`src/rtl/dcls_ram.sv`:
```
// ----------------------------------------------------------------------------
// dcls_ram
// Generic single-port RAM with registered read data.
// ----------------------------------------------------------------------------
`default_nettype none

module dcls_ram #(
   parameter int WIDTH = 1,
   parameter int DEPTH = 16,
   localparam int AW = $clog2(DEPTH)
) (
   input  wire logic             clock,
   input  wire logic             we,
   input  wire logic [AW-1:0]    addr,
   input  wire logic [WIDTH-1:0] wdata,
   output logic      [WIDTH-1:0] rdata
);

   logic [WIDTH-1:0] mem_ff [DEPTH];
   logic [WIDTH-1:0] rdata_ff;

   always_ff @(posedge clock) begin
      if (we) begin
         mem_ff[addr] <= wdata;
      end
      rdata_ff <= mem_ff[addr];
   end

   assign rdata = rdata_ff;

endmodule

`default_nettype wire

```
`config.mk`:
```
export PLATFORM = sky130hd
export DESIGN_NAME = dcls_ram
export DESIGN_NICKNAME = d
export VERILOG_FILES = /design/src/rtl/dcls_ram.sv
export SDC_FILE = /design/constraint.sdc
export NUM_CORES = 1
export LEC_CHECK = 0
export ABC_AREA = 1
export BUFFER_PORTS_ARGS = -buffer_cell sky130_fd_sc_hd__buf_2
export CAP_MARGIN = 40
export CELL_PAD_IN_SITES_DETAIL_PLACEMENT = 1
export CELL_PAD_IN_SITES_GLOBAL_PLACEMENT = 1
export CORE_ASPECT_RATIO = 1.4
export CORE_MARGIN = 2
export CORE_UTILIZATION = 37
export CTS_CLUSTER_SIZE = 30
export DETAILED_ROUTE_END_ITERATION = 8
export PLACE_DENSITY = 0.82
export SKIP_LAST_GASP = 1
export SLEW_MARGIN = 5
export SYNTH_ARGS = -nofsm -noshare
export SYNTH_HDL_FRONTEND = slang
export SYNTH_SLANG_ARGS = --single-unit
```
`constraint.sdc`:
```
create_clock -name clock -period 0.8 [get_ports clock]
set_input_delay 0 -clock clock [delete_from_list [all_inputs] [get_ports clock]]
set_output_delay 0 -clock clock [all_outputs]
set_load 0.03 [all_outputs]
```
Yosys cells after proc, flatten, opt, wreduce, memory -nomap -nowiden. Memories as Yosys holds them, arrays and structs flattened. A register that Yosys moved wholly into a read port is not among the register bits. Cells that the tools add are included.

$add $sub $neg: 0. Multiply operators: 0. Div/mod/pow operators: 0. Order comparisons: 0. Eq/ne operators: 0. Shift operators: 0. Muxes and demuxes: 2. Bitwise gates (word level): 0. Reductions and logical operators: 0.

Operators with widths (number): 1-bit two-way mux (2).

Register bits: 0. Latch bits: 0. Bits in writable memories: 16. Memory bits (read-only): 0. Output and inout bits: 1. Word-level logic and storage cells: 3. Memories: 1.

Memory list: mem_ff (depth 16, bits a word 1, rd ports 1, clocked after Yosys merged registers in 1, wr ports 1, RTL line 19) `logic [WIDTH-1:0] mem_ff [DEPTH];`.

Longest topological paths before layout. Gate-level depths: netlist of the first run.

Depth in word-level cells: 2. Depth in mapped cells: 9. Gate-level depth less buffers: 9.

Worst setup path before layout of the first run. Ideal clock, no wire load.

Path kind: register to register. From: memory mem_ff[15]. To: register rdata_ff, in the netlist rdata (read register of mem_ff). Setup time: 0.111 ns. Data arrival time: 0.692 ns. Path slack: -0.004 ns. Stages on the path, launching flop included: 9. Clock period less this slack: 0.804 ns. Cells stage by stage: edfxtp_1 > nand2_1 > nand2_1 > nand2_1 > nand2_1 > nand2_1 > nand2_1 > inv_1 > nand2_1.

RTL lines: start, declared (RTL line 19); end, declared (RTL line 20) `logic [WIDTH-1:0] rdata_ff;`.

==> summary.txt, run 1 <==
Outcome
  • Status: complete, but fails checks
  • Failing checks: setup timing

Clocking
  • CTS tree: yes
  • Clock Tree Root: clkbuf_4
  • CTS Buf Count: 3
  • Clock buffer depth: 2
  • Setup Buffers After CTS: 0
  • Worst-path clk slew: 0.10 ns
  • Htree depth: 1
  • Post-CTS Hold Buffers: 0
  • CTS Sinks: 17
  • Clk Latency, worst-skew pair: 0.31 ns

Logic synthesis
  • Syn_nets: 102
  • Number of enable flip-flop cells after synthesis: 16
  • Synth Area per Inst: 8.48 um2
  • Netlist Area Pre-Place: 806 um2
  • Ys Warns: 0
  • Async set or reset register ratio after synthesis: 0%
  • Top-area cell type share of the netlist area: 59.6%
  • Post-synthesis register bit count: 17
  • Leading post-synthesis cells by cell area: edfxtp_1 (60%), nand2_1 (20%), nor2_1 (8.9%), inv_1 (4.2%), dfxtp_1 (2.5%)
  • Yosys cell types: 8
  • Seq/Total Area, Yosys: 62.1%
  • Ys flop type: edfxtp_1
  • Synth area leader: edfxtp_1
  • Most common cell in the netlist: nand2_1
  • Commonest cells in the netlist: nand2_1 (44), nor2_1 (19), edfxtp_1 (16)
  • Synth Instances: 95

Global route
  • Vias in the first global route: 667
  • Largest net degree at the start of global routing: 17
  • Met3 usage: 4.57%
  • GRT Max-Usage Layer: met2
  • Initial antenna violation count: 0
  • GRT Total Usage: 16.4%
  • GR Util met2: 29.4%
  • Remaining Overflow, GRT: 0
  • First-pass GRT wire length: 2930 um
  • Met1 usage: 16.7%

Floorplanning
  • Row count: 20
  • Core Area: 2130 um2
  • Initial Util: 37.9%
  • IO Count: 8
  • Die width: 43.4 um
  • Die ar.: 2570 um2
  • Die height: 59.2 um

STA
  • Fmax: 1.07 GHz
  • Final hold vios: 0
  • Fin Setup TNS: -0.131 ns
  • Final setup fails: 1
  • Normalized max-slew margin: 83.9%
  • Final period util: 116%
  • Slew Limit Fails: 0
  • RSZ-0062 raised after global routing: true
  • Worst setup slack after layout: -0.131 ns
  • Min Tclk post-route: 0.931 ns
  • Clock skew: 0.00295 ns
  • Worst slew pin tran: 0.242 ns

Finish
  • Ant diodes: 0
  • Area grow syn2layout: 16.1%
  • Area of the multi-input gates: 256 um2
  • Nets@finish: 119
  • Fillers: 263
  • Register area: 500 um2
  • Post-route insts no fill: 133
  • Share of cells above drive strength 1: 16.2%
  • Final Instance Area: 936 um2

Critical path
  • Setup slack, reg-to-reg: -0.13 ns
  • Crit path required time: 1.01 ns
  • Worst R2R Start: mem_ff[9]
  • WS Path Type: reg2reg
  • Slowest-stage cell, CP: edfxtp_1
  • Crit-path max cell delay: 0.39 ns
  • CP delay by family, top: flip-flops
  • CP Cell Sequence: nand2_1 > nand2_1 > nand2_1 > nand2_1 > nand2_1 > nand2_1 > inv_1 > nand2_1
  • CP Buf/Inv Count: 1
  • Reg-to-Reg End: rdata
  • Cell depth of the worst setup path: 8
  • WP data arrival: 1.14 ns
  • Crit start category: flop
  • Most frequent CP cell: nand2_1
  • CP endpoint kind: flop
  • Crit path launch: mem_ff[9]
  • R2R depth: 8
  • Critical Path Sink: rdata
  • Worst-path fanout max: 1

Power
  • Power density over the cells: 1790 nW/um2
  • Leakage power: 0.000431 uW
  • Power, Total: 1680 uW
  • Worst vdd ir: 0.00103 V

Detailed routing
  • DR WL/cell: 13.2 um
  • Pre-antenna DRT Iters: 3
  • DRT antenna net count: 0
  • Vias/cell: 4.80
  • # DRC: 0
  • Drt total wl: 1760 um
  • Initial DRC Count: 6
  • Routed via count: 638

Place
  • PortBufs: 7
  • Placed Area: 902 um2
  • Gpl congestion: 0.831
  • Post-Place Cells: 129
  • Placed wire-length estimate: 1400 um

Worst hold path
  • Hold Crit Start: wdata
  • Tightest Hold Check Type: in2reg

Run
  • MaxCap Viol Count: 0
final cells by class:
type                    instances  share of cell area, %
clock buffers                   3                   2.41
clock inverters                 1                  0.535
inverters                      10                   4.01
multi-input cells              67                   27.4
flip-flops and latches         17                   53.5
well taps                      22                   2.94
repair buffers                 13                   9.22
state kept, by name (all words and copies together) (netlist names):
name,count
mem_ff,16
rdata,1
report_power, final:
part / switching [uW] / internal, uW / total [uW]
Sequential: 6.96 / 994 / 1000
Combinational: 126 / 72.1 / 198
Clock: 292 / 187 / 479
Total: 424 / 1250 / 1680
metal layers:
| layer | wire [um] | share of wire (%) |
|---|---|---|
| met1 | 728 | 41 |
| met2 | 929 | 53 |
| met3 | 51 | 2.9 |
| met4 | 50 | 2.8 |
| met5 | 0 | 0 |
cell usage in the layout (no fill, tap or decap), drive strengths merged:
cell    count
nor2       19
clkinv      1
edfxtp     16
inv        10
nand2      44
buf        13
nand3       4
dfxtp       1
clkbuf      3
how the worst min path moves through the flow:
stage                endpoint  slack, ns  cells past startpoint
global route        mem_ff[6]       0.06                      1
finish              mem_ff[4]       0.06                      1
CTS                 mem_ff[4]       0.06                      1
floorplan           mem_ff[0]        0.1                      0
detailed placement  mem_ff[4]       0.39                      1
global placement    mem_ff[4]       0.38                      1
repair_timing:
item,in CTS,in global routing
cloned,0,0
pin swaps,1,6
setup endpoints to repair,2,2
resized for setup,1,1
cell families after synthesis:
| group | after synthesis | share of synthesized area (%) |
|---|---|---|
| flip-flops | 17 | 62.1 |
| buffers and inverters | 11 | 6.06 |
| AND/OR/NAND/NOR | 67 | 31.8 |
per-stage QoR:
stage	util (%)	hold slack, ns	setup slack, ns
floorplan	-	0.0989	0.000641
global placement	42.4	0.384	-0.115
detailed placement	42.4	0.395	-0.146
CTS	43.8	0.0591	-0.139
global route	44.0	0.0596	-0.212
finish	44.0	0.0635	-0.131
No activity file was read; power rests on OpenSTA's default activity.
==> run 2: changes to the inputs <==
--- a/config.mk
+++ b/config.mk
@@ -16,7 +16,7 @@
 export CTS_CLUSTER_SIZE = 30
 export DETAILED_ROUTE_END_ITERATION = 8
 export PLACE_DENSITY = 0.82
-export SKIP_LAST_GASP = 1
+export REMOVE_ABC_BUFFERS = 1
 export SLEW_MARGIN = 5
 export SYNTH_ARGS = -nofsm -noshare
 export SYNTH_HDL_FRONTEND = slang
==> summary.txt, run 2 (synthesis results as in run 1) <==
Clocking
  • Worst-path clk slew: 0.10 ns
  • CTS Buf Count: 3
  • Clk Latency, worst-skew pair: 0.29 ns
  • Post-CTS Hold Buffers: 0
  • Clock Tree Root: clkbuf_4
  • Clock buffer depth: 2
  • Htree depth: 1
  • CTS Sinks: 17
  • CTS tree: yes

Finish
  • Final Core Density: 44.7%
  • Share of cells above drive strength 1: 17.7%
  • Most frequent cells in the layout: nand2_1 (44), nor2_1 (19), edfxtp_1 (16)
  • Largest register by flop count: mem_ff
  • Area grow syn2layout: 18.0%
  • Post-route insts no fill: 135
  • Nets@finish: 121
  • Ant diodes: 0
  • Max FFs per register: 16
  • Leading cell type in the layout, fill and taps excluded: nand2_1

STA
  • Worst slew pin tran: 0.231 ns
  • Normalized max-slew margin: 84.6%
  • Worst setup slack after layout: -0.113 ns
  • Min Tclk post-route: 0.913 ns
  • Final setup fails: 1
  • Final period util: 114%
  • Clock skew: 0.00866 ns
  • Fmax: 1.10 GHz
  • Slew Limit Fails: 0
  • RSZ-0062 raised after global routing: true
  • Final hold vios: 0

Global route
  • Vias in the first global route: 660
  • GRT Total Usage: 16.0%
  • Remaining Overflow, GRT: 0
  • Largest net degree at the start of global routing: 17
  • Initial antenna violation count: 0
  • First-pass GRT wire length: 2880 um

Critical path
  • Crit path required time: 1.00 ns
  • WP data arrival: 1.11 ns
  • CP endpoint kind: flop
  • Worst-path fanout max: 1
  • Crit start category: flop
  • Worst R2R Start: mem_ff[10]
  • Crit path launch: mem_ff[10]
  • WS Path Type: reg2reg

Detailed routing
  • Routed via count: 632
  • Drt total wl: 1710 um
  • DR WL/cell: 12.7 um
  • Initial DRC Count: 8
  • DRT antenna net count: 0
  • Vias/cell: 4.68
  • Pre-antenna DRT Iters: 4
  • # DRC: 0

Power
  • Worst vdd ir: 0.000940 V
  • Power density over the cells: 1740 nW/um2
  • Leakage power: 0.000441 uW

Outcome
  • Status: complete, but fails checks
  • Failing checks: setup timing

Floorplanning
  • IO Count: 8
  • Die height: 59.2 um
  • Die ar.: 2570 um2
  • Core Area: 2130 um2
  • Row count: 20
  • Die width: 43.4 um
  • Initial Util: 37.9%

Place
  • Gpl congestion: 0.774
  • Worst slack, placed: -0.153 ns
  • Post-Place Cells: 131
  • PortBufs: 7
  • Placed wire-length estimate: 1410 um

Worst hold path
  • Tightest Hold Check Type: in2reg
  • Hold Crit Start: wdata

Run
  • MaxCap Viol Count: 0
run 2: layout make-up:
class	count	area, um2
timing repair buffer	15	101
sequential	17	500
multi-input combinational	67	256
clock buffer	3	22.5
tap	22	27.5
inverter	10	37.5
fill	250	1180
clock inverter	1	5.00
run 2: per-layer routing:
metal,up-vias,GRT usage (%),part of all wire (%)
li1,333,-,-
met1,288,16.6,38
met2,9,29.0,57
met3,2,2.74,2.6
met4,0,10.4,1.9
met5,-,0,0
run 2: path summary, 6_finish.rpt:
kind | slack, ns | to | cells after the start
max | -0.11 | rdata | 8
min | 0.08 | mem_ff[3] | 1
max reg2reg | -0.11 | rdata | 8
min reg2reg | 0.71 | rdata | 8
run 2: power by group:
group / internal, uW / total (uW) / switching, uW
registers: 994 / 1000 / 6.31
logic: 78.0 / 203 / 125
clock network: 186 / 450 / 264
total: 1260 / 1650 / 396
run 2: metrics by stage:
stage	setup TNS (ns)	hold slack, ns	instance area [um2]	total power [uW]
6_report	-0.113	0.0779	951	1650
5_1_grt	-0.198	0.0758	951	1740
4_1_cts	-0.134	0.0715	947	1670
3_5_place_dp	-1.46	0.392	917	1220
3_3_place_gp	-1.02	0.386	917	1210
2_1_floorplan	-0.00377	0.0989	795	1110
run 2: critical path, stage by stage, from the launching register on:
cell and delay (ns):
edfxtp_1 0.39, nand2_1 0.07, nand2_1 0.05, nand2_1 0.07
nand2_1 0.05, nand2_1 0.06, nand2_1 0.05, inv_1 0.05
nand2_1 0.04
run 2: timing repair:
item / CTS / global route
setup buffers: 0 / 0
pin swaps: 2 / 3
resized for setup: 1 / 1
endpoints found under the setup margin: 2 / 2
gates cloned: 0 / 0
