==> src/rtl/dcls_pkg.sv <==
// ----------------------------------------------------------------------------
// dcls_pkg
// Shared types and codes for the dual-color LED matrix scan engine.
// ----------------------------------------------------------------------------
`default_nettype none

package dcls_pkg;

   // request opcodes
   localparam logic [1:0] OP_WRITE   = 2'd0;
   localparam logic [1:0] OP_READ    = 2'd1;
   localparam logic [1:0] OP_SWAP    = 2'd2;
   localparam logic [1:0] OP_REFRESH = 2'd3;

   // result kinds
   localparam logic KIND_READ  = 1'b0;
   localparam logic KIND_CHUNK = 1'b1;

   localparam int BYTE_BITS = 8;

   // one bit fetch issued by the row sequencer
   typedef struct packed {
      logic valid;      // a bit read is issued this cycle
      logic byte_end;   // bit 7 of a byte
      logic frame_end;  // bit 7 of the final byte of the refresh
      logic done;       // sequencer finishes this cycle
   } seq_issue_type;

   // tag that travels alongside the registered memory read
   typedef struct packed {
      logic valid;
      logic kind;
      logic color;
      logic on_matrix;
      logic byte_end;
      logic frame_end;
   } read_tag_type;

endpackage

`default_nettype wire

==> src/rtl/dcls_shift.sv <==
// ----------------------------------------------------------------------------
// dcls_shift
// Bit-serial assembly of red/green bytes from the pixel store and the
// registered result stage.
// ----------------------------------------------------------------------------
`default_nettype none

module dcls_shift #(
   parameter int ROW_BITS = 4
) (
   input  wire logic                  clock,
   input  wire logic                  reset,
   input  wire dcls_pkg::read_tag_type tag_in,
   input  wire logic                  red_bit,
   input  wire logic                  green_bit,
   input  wire logic [ROW_BITS-1:0]   row,
   input  wire logic                  waiting,
   output logic                       pending,
   output logic                       rsp_valid,
   output logic                       rsp_kind,
   output logic                       rsp_pixel_state,
   output logic                       rsp_swap_waiting,
   output logic [7:0]                 rsp_red_bits,
   output logic [7:0]                 rsp_green_bits,
   output logic [ROW_BITS-1:0]        rsp_row_select,
   output logic                       rsp_last
);

   dcls_pkg::read_tag_type tag_ff;
   logic [dcls_pkg::BYTE_BITS-1:0] red_sr_ff, red_sr_in;
   logic [dcls_pkg::BYTE_BITS-1:0] green_sr_ff, green_sr_in;

   logic                valid_ff, valid_in;
   logic                kind_ff, kind_in;
   logic                pstate_ff, pstate_in;
   logic                wait_ff, wait_in;
   logic [7:0]          red_ff, red_in;
   logic [7:0]          green_ff, green_in;
   logic [ROW_BITS-1:0] row_ff, row_in;
   logic                last_ff, last_in;

   logic is_chunk, sel_bit;

   always_comb begin
      is_chunk = tag_ff.valid && (tag_ff.kind == dcls_pkg::KIND_CHUNK);
      sel_bit  = tag_ff.color ? green_bit : red_bit;

      // shift in LSB first: bit 0 ends up at the bottom after the last shift of the byte
      red_sr_in   = is_chunk ? {red_bit, red_sr_ff[7:1]} : red_sr_ff;
      green_sr_in = is_chunk ? {green_bit, green_sr_ff[7:1]} : green_sr_ff;

      valid_in  = tag_ff.valid && (!is_chunk || tag_ff.byte_end);
      kind_in   = kind_ff;
      pstate_in = pstate_ff;
      wait_in   = wait_ff;
      red_in    = red_ff;
      green_in  = green_ff;
      row_in    = row_ff;
      last_in   = last_ff;
      if (valid_in) begin
         kind_in  = tag_ff.kind;
         wait_in  = waiting;
         if (is_chunk) begin
            pstate_in = 1'b0;
            red_in    = red_sr_in;
            green_in  = green_sr_in;
            row_in    = row;
            last_in   = tag_ff.frame_end;
         end else begin
            // stored bits are active low
            pstate_in = tag_ff.on_matrix & ~sel_bit;
            red_in    = '0;
            green_in  = '0;
            row_in    = '0;
            last_in   = 1'b0;
         end
      end
   end

   always_ff @(posedge clock) begin
      if (reset) begin
         tag_ff   <= '0;
         valid_ff <= 1'b0;
      end else begin
         tag_ff   <= tag_in;
         valid_ff <= valid_in;
      end
      red_sr_ff   <= red_sr_in;
      green_sr_ff <= green_sr_in;
      kind_ff     <= kind_in;
      pstate_ff   <= pstate_in;
      wait_ff     <= wait_in;
      red_ff      <= red_in;
      green_ff    <= green_in;
      row_ff      <= row_in;
      last_ff     <= last_in;
   end

   assign pending          = tag_ff.valid;
   assign rsp_valid        = valid_ff;
   assign rsp_kind         = kind_ff;
   assign rsp_pixel_state  = pstate_ff;
   assign rsp_swap_waiting = wait_ff;
   assign rsp_red_bits     = red_ff;
   assign rsp_green_bits   = green_ff;
   assign rsp_row_select   = row_ff;
   assign rsp_last         = last_ff;

endmodule

`default_nettype wire

==> config.mk <==
export PLATFORM = sky130hd
export DESIGN_NAME = dcls_shift
export DESIGN_NICKNAME = d
export VERILOG_FILES = /design/src/rtl/dcls_pkg.sv /design/src/rtl/dcls_shift.sv
export SDC_FILE = /design/constraint.sdc
export NUM_CORES = 1
export LEC_CHECK = 0
export BUFFER_PORTS_ARGS = -buffer_cell sky130_fd_sc_hd__clkbuf_2
export CAP_MARGIN = 20
export CORE_AREA = 2 2 68 54
export DETAILED_ROUTE_END_ITERATION = 8
export DIE_AREA = 0 0 70 56
export PLACE_DENSITY = 0.74
export REMOVE_ABC_BUFFERS = 1
export SYNTH_ARGS = -nofsm -noshare
export SYNTH_HDL_FRONTEND = slang
export SYNTH_SLANG_ARGS = --single-unit
==> constraint.sdc <==
create_clock -name clock -period 2.55 [get_ports clock]
set_input_delay 0.51 -clock clock [delete_from_list [all_inputs] [get_ports clock]]
set_output_delay 0.51 -clock clock [all_outputs]
set_load 0.02 [all_outputs]
# Word-level counts from Yosys, hierarchy flattened
# Cells that the tools add are included.
# totals
register_bits	47
in_bits	15
# classes
mux	3
n_bitwise	2
reduce_logical	4
# op_table
cell	n
2-to-1 mux 8 bit	2
logical AND 1 bit	2
AND 1 bit	1
zero test 1 bit	1
logical OR 1 bit	1
2-to-1 mux 1 bit	1
NOT 1 bit	1

# Longest topological paths before layout
# Gate-level depths: netlist of run 1.
# depth
word_depth	4
ltp_mapped	3
depth_no_buf	2

# Worst setup path after synthesis of run 1
# No wires, ideal clock.
# synth_path
kind	register to register
from	reg tag_ff (netlist bit pending)
to	reg green_ff[0], in the netlist rsp_green_bits[0] (enable)
setup_time_ns	0.413
arrival_ns	1.975
setup_slack_ns	0.162
stages_incl_launch_ff	4
path_cell_list	dfxtp_1 buf_4 inv_1 a21oi_1
# synth_between
elab_chain_cells	4
# synth_rtl
item	line	rtl
from (decl)	dcls_shift.sv:29	dcls_pkg::read_tag_type tag_ff;
from (signal assigned)	dcls_shift.sv:85	tag_ff <= tag_in;
logical AND 1 bit	dcls_shift.sv:45	is_chunk = tag_ff.valid && (tag_ff.kind == dcls_pkg::KIND_CHUNK);
zero test 1 bit	dcls_shift.sv:52	valid_in = tag_ff.valid && (!is_chunk || tag_ff.byte_end);
logical OR 1 bit	dcls_shift.sv:52	
logical AND 1 bit (*)	dcls_shift.sv:52	
via valid_in	dcls_shift.sv:33	logic valid_ff, valid_in;
to (signal assigned)	dcls_shift.sv:94	green_ff <= green_in;
to (decl)	dcls_shift.sv:38	logic [7:0] green_ff, green_in;
# The timed path passes the listed nets; every way through them passes the cells marked *.
# A chain may end at the register's enable or synchronous reset.

# Final worst setup path of run 1
# layout_path
from	reg tag_ff (netlist bit pending)
to	out pending
# layout_rtl
item	line	rtl
to (decl)	dcls_shift.sv:18	output logic pending,
# No word-level cell between the ends.

==> impl_metrics.csv, run 1 <==
group,metric,value,unit
run_status,status,"finished, final reports clean",
global_routing,grt_util_all_layers,0.134,
timing,skew,0.00754,ns
cells_and_area,antennaDiodeCount,0,
worst_setup_path,slowest_stage,"dfxtp_1",
global_routing,grt_max_degree,26,
global_routing,grt_antenna_before_repair,0,
clock_network,postCtsSetupRepairBufs,0,
floorplanning,num_rows,18,
worst_setup_path,path_cells,"buf_4 > clkbuf_2",
cells_and_area,nets,158,
route,dr.pass1.iters,4,
timing,slew_headroom,0.656,
route,ant_nets,0,
timing,worstMarginPinSlew,0.516,ns
worst_setup_path,crit_family,"buffers and inverters",
floorplanning,start_util,0.493,
pwr,p_total,1.39,mW
clock_network,numCtsBuffers,5,
timing,fin_crit,1.61,ns
worst_setup_path,critPathCaptureType,"primary output",
route,vias_per_cell,4.92,
worst_setup_path,cp-start-kind,"flop",
placed_design,gp_congestion,0.675,
timing,setup_viol,0,
clock_network,clock-sinks,45,
synthesis,synth_cell_type_count,14,
run,maxCapViolCount,0,
timing,fin_crit_sh,0.631,
floorplanning,die_x,70,um
timing,slew_viol_final,0,
synthesis,synth-seq-cells,45,
worst_hold_path,min_path_type,"in2reg",
worst_setup_path,path_max_fanout,23,
clock_network,cts_resized,0,
floorplanning,coreArea,3200,um^2
worst_setup_path,required,2.04,ns
synthesis,synth.cell_area,1580,um^2
cells_and_area,drive_above_1_share,0.465,
timing,setup_tns,0,ns
worst_setup_path,path_buf_inv,2,
route,drtIter0Drc,57,
clock_network,htree_levels,2,
timing,grt_setup_unrepaired,"no",
synthesis,yosys_warnings,0,
synthesis,synthCells,98,
timing,hold_slack,0.397,ns
worst_setup_path,max_stage_delay,0.33,ns
pwr,p_leak,0.925,nW
clock_network,clock_latency,0.29,ns
placed_design,hpwl,1.72,mm
global_routing,grt_overflow,0,
clock_network,clkTransAtPathRegs,0.08,ns
global_routing,grt_pass1_wl,3.98,mm
pwr,vdd_drop_max,0.376,mV
clock_network,clock_path_buffers,2,
synthesis,avgSynthCellArea,16.1,um^2
clock_network,cts_root_buffer,"clkbuf_8",
synthesis,ys_seq_area_frac,0.724,
placed_design,place_inst,176,
route,drc,0,
floorplanning,die_h,56,um
worst_setup_path,cp.arrival,1.10,ns
pwr,power.density,730,nW/um^2
timing,finalHoldViolCount,0,
placed_design,portBuffers,40,
global_routing,grt_pass1_vias,849,
cells_and_area,areaGrowthSynthToFinish,21.2,%
route,wire_per_inst,13.5,um
route,vias,906,
floorplanning,ios,41,
clock_network,ctsHoldBuffers,0,
route,routed_wl,2.49,mm
timing,max_freq,0.622,GHz
floorplanning,dieArea,3920,um^2
worst_setup_path,crit_type,"reg2out",
clock_network,cts_tree,"done",
cells_and_area,stdcell_count,184,
==> flip-flops by register name, summed over array words and instances, names as in the netlist <==
register / flops
green_sr_ff: 7
pending: 1
red_sr_ff: 7
rsp_green_bits: 8
rsp_kind: 1
rsp_last: 1
rsp_pixel_state: 1
rsp_red_bits: 8
rsp_row_select: 4
rsp_swap_waiting: 1
rsp_valid: 1
tag_ff: 5
==> layer usage <==
metal	wire (um)	track usage	up-vias
li1	-	-	450
met4	43	0.0659	0
met1	1180	0.168	418
met3	145	0.0471	5
met5	0	0	-
met2	1120	0.208	33
==> cell families after synthesis <==
kind of cell / after synthesis / synth area share
buffers and inverters: 7 / 0.0334
AO/OA/AOI/OAI: 16 / 0.0778
AND/OR/NAND/NOR: 29 / 0.158
multiplexers: 1 / 0.00635
flip-flops: 45 / 0.724
==> cells in the final DEF (no fill, tap or decap) <==
cell	netlist	final
nand2_2	1	1
nor2b_1	6	6
buf_12	0	1
clkbuf_1	0	2
mux2i_1	1	1
clkbuf_2	0	40
inv_1	2	2
edfxtp_1	24	24
buf_4	3	2
a21o_1	14	14
and3_4	13	13
a21oi_2	0	1
a211oi_2	1	1
clkbuf_8	0	6
dfxtp_1	21	21
and3_2	2	2
and3_1	7	7
==> Yosys cell counts <==
cell type,instances,area [um^2]
edfxtp_1,24,721
dfxtp_1,21,420
a21o_1,14,105
and3_4,13,146
and3_1,7,43.8
nor2b_1,6,37.5
buf_4,3,22.5
and3_2,2,15.0
buf_6,2,22.5
inv_1,2,7.51
a211oi_2,1,12.5
a21oi_1,1,5.00
mux2i_1,1,10.0
nand2_2,1,6.26
==> area by class of cell <==
type | instances | area (um^2)
tap | 40 | 50.0
fill | 274 | 1290
clock buffer | 8 | 90.1
timing repair buffer | 43 | 235
inverter | 2 | 7.51
sequential | 45 | 1140
multi-input combinational | 46 | 385
==> power by group <==
part	internal, mW	switching (mW)	leakage (nW)
Sequential	0.817	0.0241	0.415
Combinational	0.0531	0.0572	0.464
Clock	0.221	0.221	0.0455
Total	1.09	0.302	0.925
==> path summary, 6_finish.rpt <==
path | cells past startpoint | slack, ns | from | end
max reg2reg | 3 | 1.06 | tag_ff[4] | rsp_row_select[1]
min | 1 | 0.40 | waiting | rsp_swap_waiting
min reg2reg | 1 | 0.46 | green_sr_ff[3] | green_sr_ff[3]
max | 2 | 0.94 | pending | pending
==> stage by stage <==
stage	worst slack, ns	cell area [um^2]	utilization
4_1_cts	0.945	1910	0.597
2_1_floorplan	0.0240	1530	-
6_report	0.942	1910	0.597
3_5_place_dp	1.08	1820	0.569
3_3_place_gp	1.12	1820	0.569
5_1_grt	0.882	1910	0.597
(Power assumes the default switching activity.)
==> inputs of run 2 (changes only) <==
Settings changed: ABC_AREA from default to 1, CORE_AREA 2 2 68 54 to 2 2 69 55, DIE_AREA 0 0 70 56 to 0 0 71 57, PLACE_DENSITY 0.74 to 0.75.
Clock period 2.55 ns to 1.5 ns, I/O delays scaled along.
==> run 2 against run 1 <==
Clock skew is 0.0035 ns lower. Die area is 3.2% higher. First-iteration DRC count is 23% lower. Hold slack worse by 0.21 ns. Via count is 9.3% higher. Largest cell class unchanged. Largest power group unchanged. Highest routed layer unchanged.
==> impl_metrics.csv, run 2 <==
group,metric,value,unit
run_status,status,"finished, final reports clean",
global_routing,grt_max_degree,51,
timing,slew_headroom,0.632,
synthesis,synth_common_cells,"inv_1 (30), nor2_1 (29), edfxtp_1 (24)",
clock_network,clkTransAtPathRegs,0.08,ns
synthesis,synth_top_area_frac,0.438,
placed_design,portBuffers,40,
synthesis,synth_flop_cell,"edfxtp_1",
placed_design,place_inst,223,
floorplanning,coreArea,3450,um^2
route,ant_nets,0,
floorplanning,die_h,57,um
timing,hold_slack,0.183,ns
worst_setup_path,crit_cells,1,
clock_network,clock_path_buffers,2,
timing,setup_tns,0,ns
timing,grt_setup_unrepaired,"no",
cells_and_area,drive_above_1_share,0.354,
worst_setup_path,worstReg2RegEnd,"rsp_green_bits[0]",
cells_and_area,final_area,1950,um^2
global_routing,grt_overflow,0,
route,drc,0,
clock_network,cts_tree,"done",
clock_network,cts_resized,0,
synthesis,ys_seq_area_frac,0.693,
placed_design,gp_congestion,0.680,
route,vias,990,
cells_and_area,mostFrequentLayoutCell,"clkbuf_2",
timing,slew_viol_final,0,
worst_setup_path,ff2ff_setup_slack,0.35,ns
pwr,p_clk_frac,0.307,
pwr,power_switching,0.630,mW
clock_network,numCtsBuffers,5,
placed_design,placed_area,1840,um^2
synthesis,avgSynthCellArea,11.4,um^2
pwr,p_leak,0.885,nW
timing,skew,0.00402,ns
worst_setup_path,max_stage_delay,0.39,ns
worst_setup_path,path_cells,"clkbuf_2",
route,routed_wl,2.14,mm
cells_and_area,stdcell_count,231,
timing,setup_viol,0,
clock_network,ctsHoldBuffers,0,
timing,fin_crit_sh,0.786,
cells_and_area,nFillCells,279,
cells_and_area,most-common-layout-cells,"clkbuf_2 (40), inv_1 (30), nor2_1 (29), edfxtp_1 (24), dfxtp_1 (21)",
worst_setup_path,reg2regPathDepth,2,
synthesis,synth_top_area_cell,"edfxtp_1",
pwr,p_sw_frac,0.243,
worst_hold_path,hold_end,"rsp_swap_waiting",
timing,worstMarginPinSlew,0.552,ns
pwr,internal_power,1.96,mW
clock_network,clock-sinks,45,
synthesis,synth-edff-count,24,
worst_setup_path,crit_family,"flip-flops",
timing,fin_crit,1.18,ns
route,vias_per_cell,4.29,
floorplanning,die_x,71,um
synthesis,synth.cell_area,1650,um^2
synthesis,async_flop_share,0,
route,wire_per_inst,9.27,um
floorplanning,num_rows,19,
pwr,vdd_drop_max,0.681,mV
worst_hold_path,min_from,"waiting",
global_routing,grt_pass1_wl,3.71,mm
placed_design,hpwl,1.49,mm
run,maxCapViolCount,0,
pwr,seqPwrFrac,0.572,
worst_setup_path,cp-start-kind,"flop",
timing,max_freq,0.849,GHz
worst_setup_path,required,1.20,ns
worst_setup_path,path_max_fanout,3,
global_routing,grt_pass1_vias,866,
worst_hold_path,whs_path_depth,1,
worst_setup_path,crit_type,"reg2out",
synthesis,yosys_warnings,0,
timing,finalHoldViolCount,0,
clock_network,clock_latency,0.29,ns
worst_setup_path,slowest_stage,"dfxtp_1",
cells_and_area,areaGrowthSynthToFinish,18.2,%
floorplanning,ios,41,
pwr,power.density,1330,nW/um^2
route,dr.pass1.iters,4,
clock_network,postCtsSetupRepairBufs,0,
floorplanning,dieArea,4050,um^2
floorplanning,start_util,0.478,
worst_setup_path,rr_startpoint,"tag_ff[4]",
synthesis,synth_cell_type_count,11,
global_routing,grt_util_all_layers,0.122,
synthesis,synth_area_leaders,"edfxtp_1 (44%), dfxtp_1 (26%), o21ai_2 (7.4%)",
cells_and_area,antennaDiodeCount,0,
worst_setup_path,cp.arrival,0.88,ns
synthesis,synth.most_common_cell,"inv_1",
global_routing,grt_antenna_before_repair,0,
clock_network,htree_levels,2,
worst_hold_path,min_path_type,"in2reg",
route,drtIter0Drc,44,
clock_network,cts_root_buffer,"clkbuf_8",
synthesis,synth-seq-cells,45,
pwr,combinationalPowerShare,0.121,
worst_setup_path,path_buf_inv,1,
worst_setup_path,critPathCaptureType,"primary output",
synthesis,synthCells,144,
cells_and_area,nets,203,
[run 2: changes by cell type after synthesis, sizes merged]
cell,delta
nor2b,-6
mux2i,-1
and3,-22
clkbuf,+2
a21o,-14
o21ai,+14
buf,-2
nand2,+20
a21oi,-1
nor2,+29
a211oi,-1
inv,+28
[run 2: power groups by stage]
| stage | Clock, mW | Combinational (mW) | Sequential [mW] |
|---|---|---|---|
| 2_1_floorplan | 0 | 0.206 | 1.54 |
| 4_1_cts | 0.826 | 0.321 | 1.48 |
| 6_report | 0.795 | 0.314 | 1.48 |
| 5_1_grt | 0.870 | 0.362 | 1.50 |
| 3_5_place_dp | 0 | 0.320 | 1.51 |
| 3_3_place_gp | 0 | 0.314 | 1.51 |
[run 2: cell families after synthesis]
| kind of cell | synth area share |
|---|---|
| AOI/OAI and AO/OA | 0.0745 |
| DFF | 0.693 |
| and+or+nand+nor | 0.122 |
| buffers and inverters | 0.111 |
[run 2: stage by stage]
stage / util / setup slack, ns / power, mW
final: 0.564 / 0.322 / 2.59
after global routing: 0.564 / 0.258 / 2.73
after CTS: 0.564 / 0.304 / 2.63
after detailed placement: 0.535 / 0.341 / 1.83
after global placement: 0.535 / 0.364 / 1.82
after floorplan: - / 0.0398 / 1.74
[run 2: worst max-delay path by stage]
stage,to,startpoint
after global routing,rsp_red_bits[3],tag_ff[4]
after CTS,pending,pending
after global placement,rsp_green_bits[6],tag_ff[4]
after floorplan,rsp_green_bits[0],pending
after detailed placement,rsp_pixel_state,tag_ff[4]
final,pending,pending
[run 2: area by class of cell]
cell class,instances,area [um^2],area share
Clock buffer,7,96.3,0.0495
Inverter,30,113,0.0579
Clock inverter,1,5.00,0.00257
Timing Repair Buffer,42,215,0.111
Tap cell,42,52.6,0.0270
Sequential cell,45,1140,0.586
Multi-Input combinational cell,64,323,0.166
[run 2: layer usage]
metal | wire length, um | vias to the layer above | GRT usage
li1 | - | 529 | -
met1 | 954 | 413 | 0.157
met2 | 927 | 42 | 0.176
met3 | 206 | 6 | 0.0459
met4 | 53 | 0 | 0.0728
met5 | 0 | - | 0
==> inputs of run 3 (changes only) <==
Settings changed: ABC_AREA 1 to 0, CORE_AREA 2 2 69 55 to 2 2 68 54, DIE_AREA 0 0 71 57 to 0 0 70 56, PLACE_DENSITY 0.75 to 0.74.
Clock period 1.5 ns to 1.1 ns, I/O delays scaled along.
==> run 3 against run 2 <==
The flow now finishes with violations (setup timing). Cell count is 18% lower. Wire length rose by 24%. Hold slack worse by 0.087 ns. Setup slack got worse by 0.33 ns. Die area is 3.1% lower. Design area up 4.0%. Via count is 6.2% lower. Power up 27%. Critical endpoint unchanged.
==> impl_metrics.csv, run 3 (same netlist as run 1, synthesis figures left out) <==
group,metric,value,unit
floorplanning,die_h,56,um
worst_setup_path,crit_type,"reg2out",
cells_and_area,areaGrowthSynthToFinish,28.4,%
worst_setup_path,cp-start-kind,"flop",
worst_hold_path,min_path_type,"in2reg",
clock_network,clock_path_buffers,2,
global_routing,grt_util_all_layers,0.144,
worst_hold_path,min_from,"waiting",
clock_network,clock_latency,0.29,ns
placed_design,portBuffers,40,
cells_and_area,antennaDiodeCount,0,
timing,skew,0.00820,ns
cells_and_area,nFillCells,261,
clock_network,htree_levels,2,
worst_setup_path,crit_family,"flip-flops",
worst_setup_path,critPathCaptureType,"primary output",
global_routing,grt_pass1_wl,4.28,mm
timing,slew_viol_final,0,
timing,max_freq,0.899,GHz
worst_setup_path,slowest_stage,"dfxtp_4",
floorplanning,num_rows,18,
route,vias,929,
timing,worstMarginPinSlew,0.231,ns
floorplanning,ios,41,
cells_and_area,drive_above_1_share,0.507,
worst_setup_path,path_cells,"buf_6 > buf_8",
floorplanning,start_util,0.493,
cells_and_area,mostFrequentLayoutCell,"clkbuf_2",
route,wire_per_inst,14.0,um
run,maxCapViolCount,0,
worst_setup_path,rr_startpoint,"pending",
clock_network,clock-sinks,45,
worst_setup_path,path_buf_inv,2,
cells_and_area,multiInputGateArea,400,um^2
pwr,vdd_drop_max,1.17,mV
timing,fin_crit_sh,1.01,
global_routing,grt_antenna_before_repair,0,
cells_and_area,most-common-layout-cells,"clkbuf_2 (36), edfxtp_1 (24), dfxtp_1 (20), and3_4 (15), a21o_1 (14)",
clock_network,numCtsBuffers,5,
route,drc,0,
clock_network,cts_root_buffer,"clkbuf_8",
route,vias_per_cell,4.89,
timing,hold_slack,0.0964,ns
worst_setup_path,cp.arrival,0.89,ns
floorplanning,coreArea,3200,um^2
route,dr.pass1.iters,4,
global_routing,grt_overflow,0,
run_status,status,"finished, violations left",
worst_setup_path,path_max_fanout,3,
timing,fin_crit,1.11,ns
cells_and_area,fin_util,0.633,
timing,setup_viol,1,
floorplanning,die_x,70,um
timing,slew_headroom,0.845,
global_routing,grt_pass1_vias,932,
timing,grt_setup_unrepaired,"yes",
floorplanning,dieArea,3920,um^2
cells_and_area,nets,164,
cells_and_area,regArea,1140,um^2
route,routed_wl,2.66,mm
worst_setup_path,required,0.88,ns
route,ant_nets,0,
worst_setup_path,worstSetupStartpoint,"pending",
pwr,power.density,1630,nW/um^2
timing,setup_ws,-0.0118,ns
worst_setup_path,max_stage_delay,0.36,ns
placed_design,hpwl,1.80,mm
placed_design,gp_congestion,0.676,
global_routing,grt_max_degree,18,
pwr,p_leak,0.970,nW
clock_network,clkTransAtPathRegs,0.08,ns
route,drtIter0Drc,42,
placed_design,dpl_worst_slack,-0.00169,ns
timing,finalHoldViolCount,0,
run_status,violations,"setup timing",
clock_network,cts_tree,"done",
[run 3: final timing paths]
path	to	slack, ns	cells past startpoint
hold / removal	rsp_swap_waiting	0.1	1
hold reg to reg	green_sr_ff[7]	0.46	1
setup / recovery	pending	-0.01	2
setup reg to reg	rsp_last	0.03	3
[run 3: routing by layer]
| layer | share of wire | vias to the layer above | global-route usage |
|---|---|---|---|
| li1 | - | 461 | - |
| met1 | 0.43 | 423 | 0.176 |
| met2 | 0.46 | 37 | 0.215 |
| met3 | 0.083 | 8 | 0.0725 |
| met4 | 0.026 | 0 | 0.0659 |
| met5 | 0 | - | 0 |
[run 3: through the flow]
stage	std cells	area (um^2)	TNS, ns	power (mW)
finish	190	2020	-0.0118	3.29
CTS	190	1970	-0.0111	3.30
global placement	181	1860	0	2.24
global route	190	2020	-0.138	3.43
floorplan	93	1530	-39.05	2.14
detailed placement	181	1860	-0.00251	2.26
[run 3: timing repair]
| item | 4_1_cts | 5_1_grt |
|---|---|---|
| buffers inserted | 1 | 0 |
| gates resized for setup | 4 | 17 |
| hold buffers | 0 | 0 |
| endpoints found under the setup margin | 10 | 43 |
[run 3: power breakdown]
part	switching [mW]	internal, mW
Combinational	0.138	0.147
Sequential	0.0601	1.89
Clock	0.541	0.509
[run 3: area by class of cell]
class / instances / area share
sequential: 45 / 0.566
multi-input combinational: 46 / 0.198
timing repair buffer: 49 / 0.160
clock buffer: 6 / 0.0408
tap: 40 / 0.0247
clock inverter: 2 / 0.00680
inverter: 2 / 0.00371
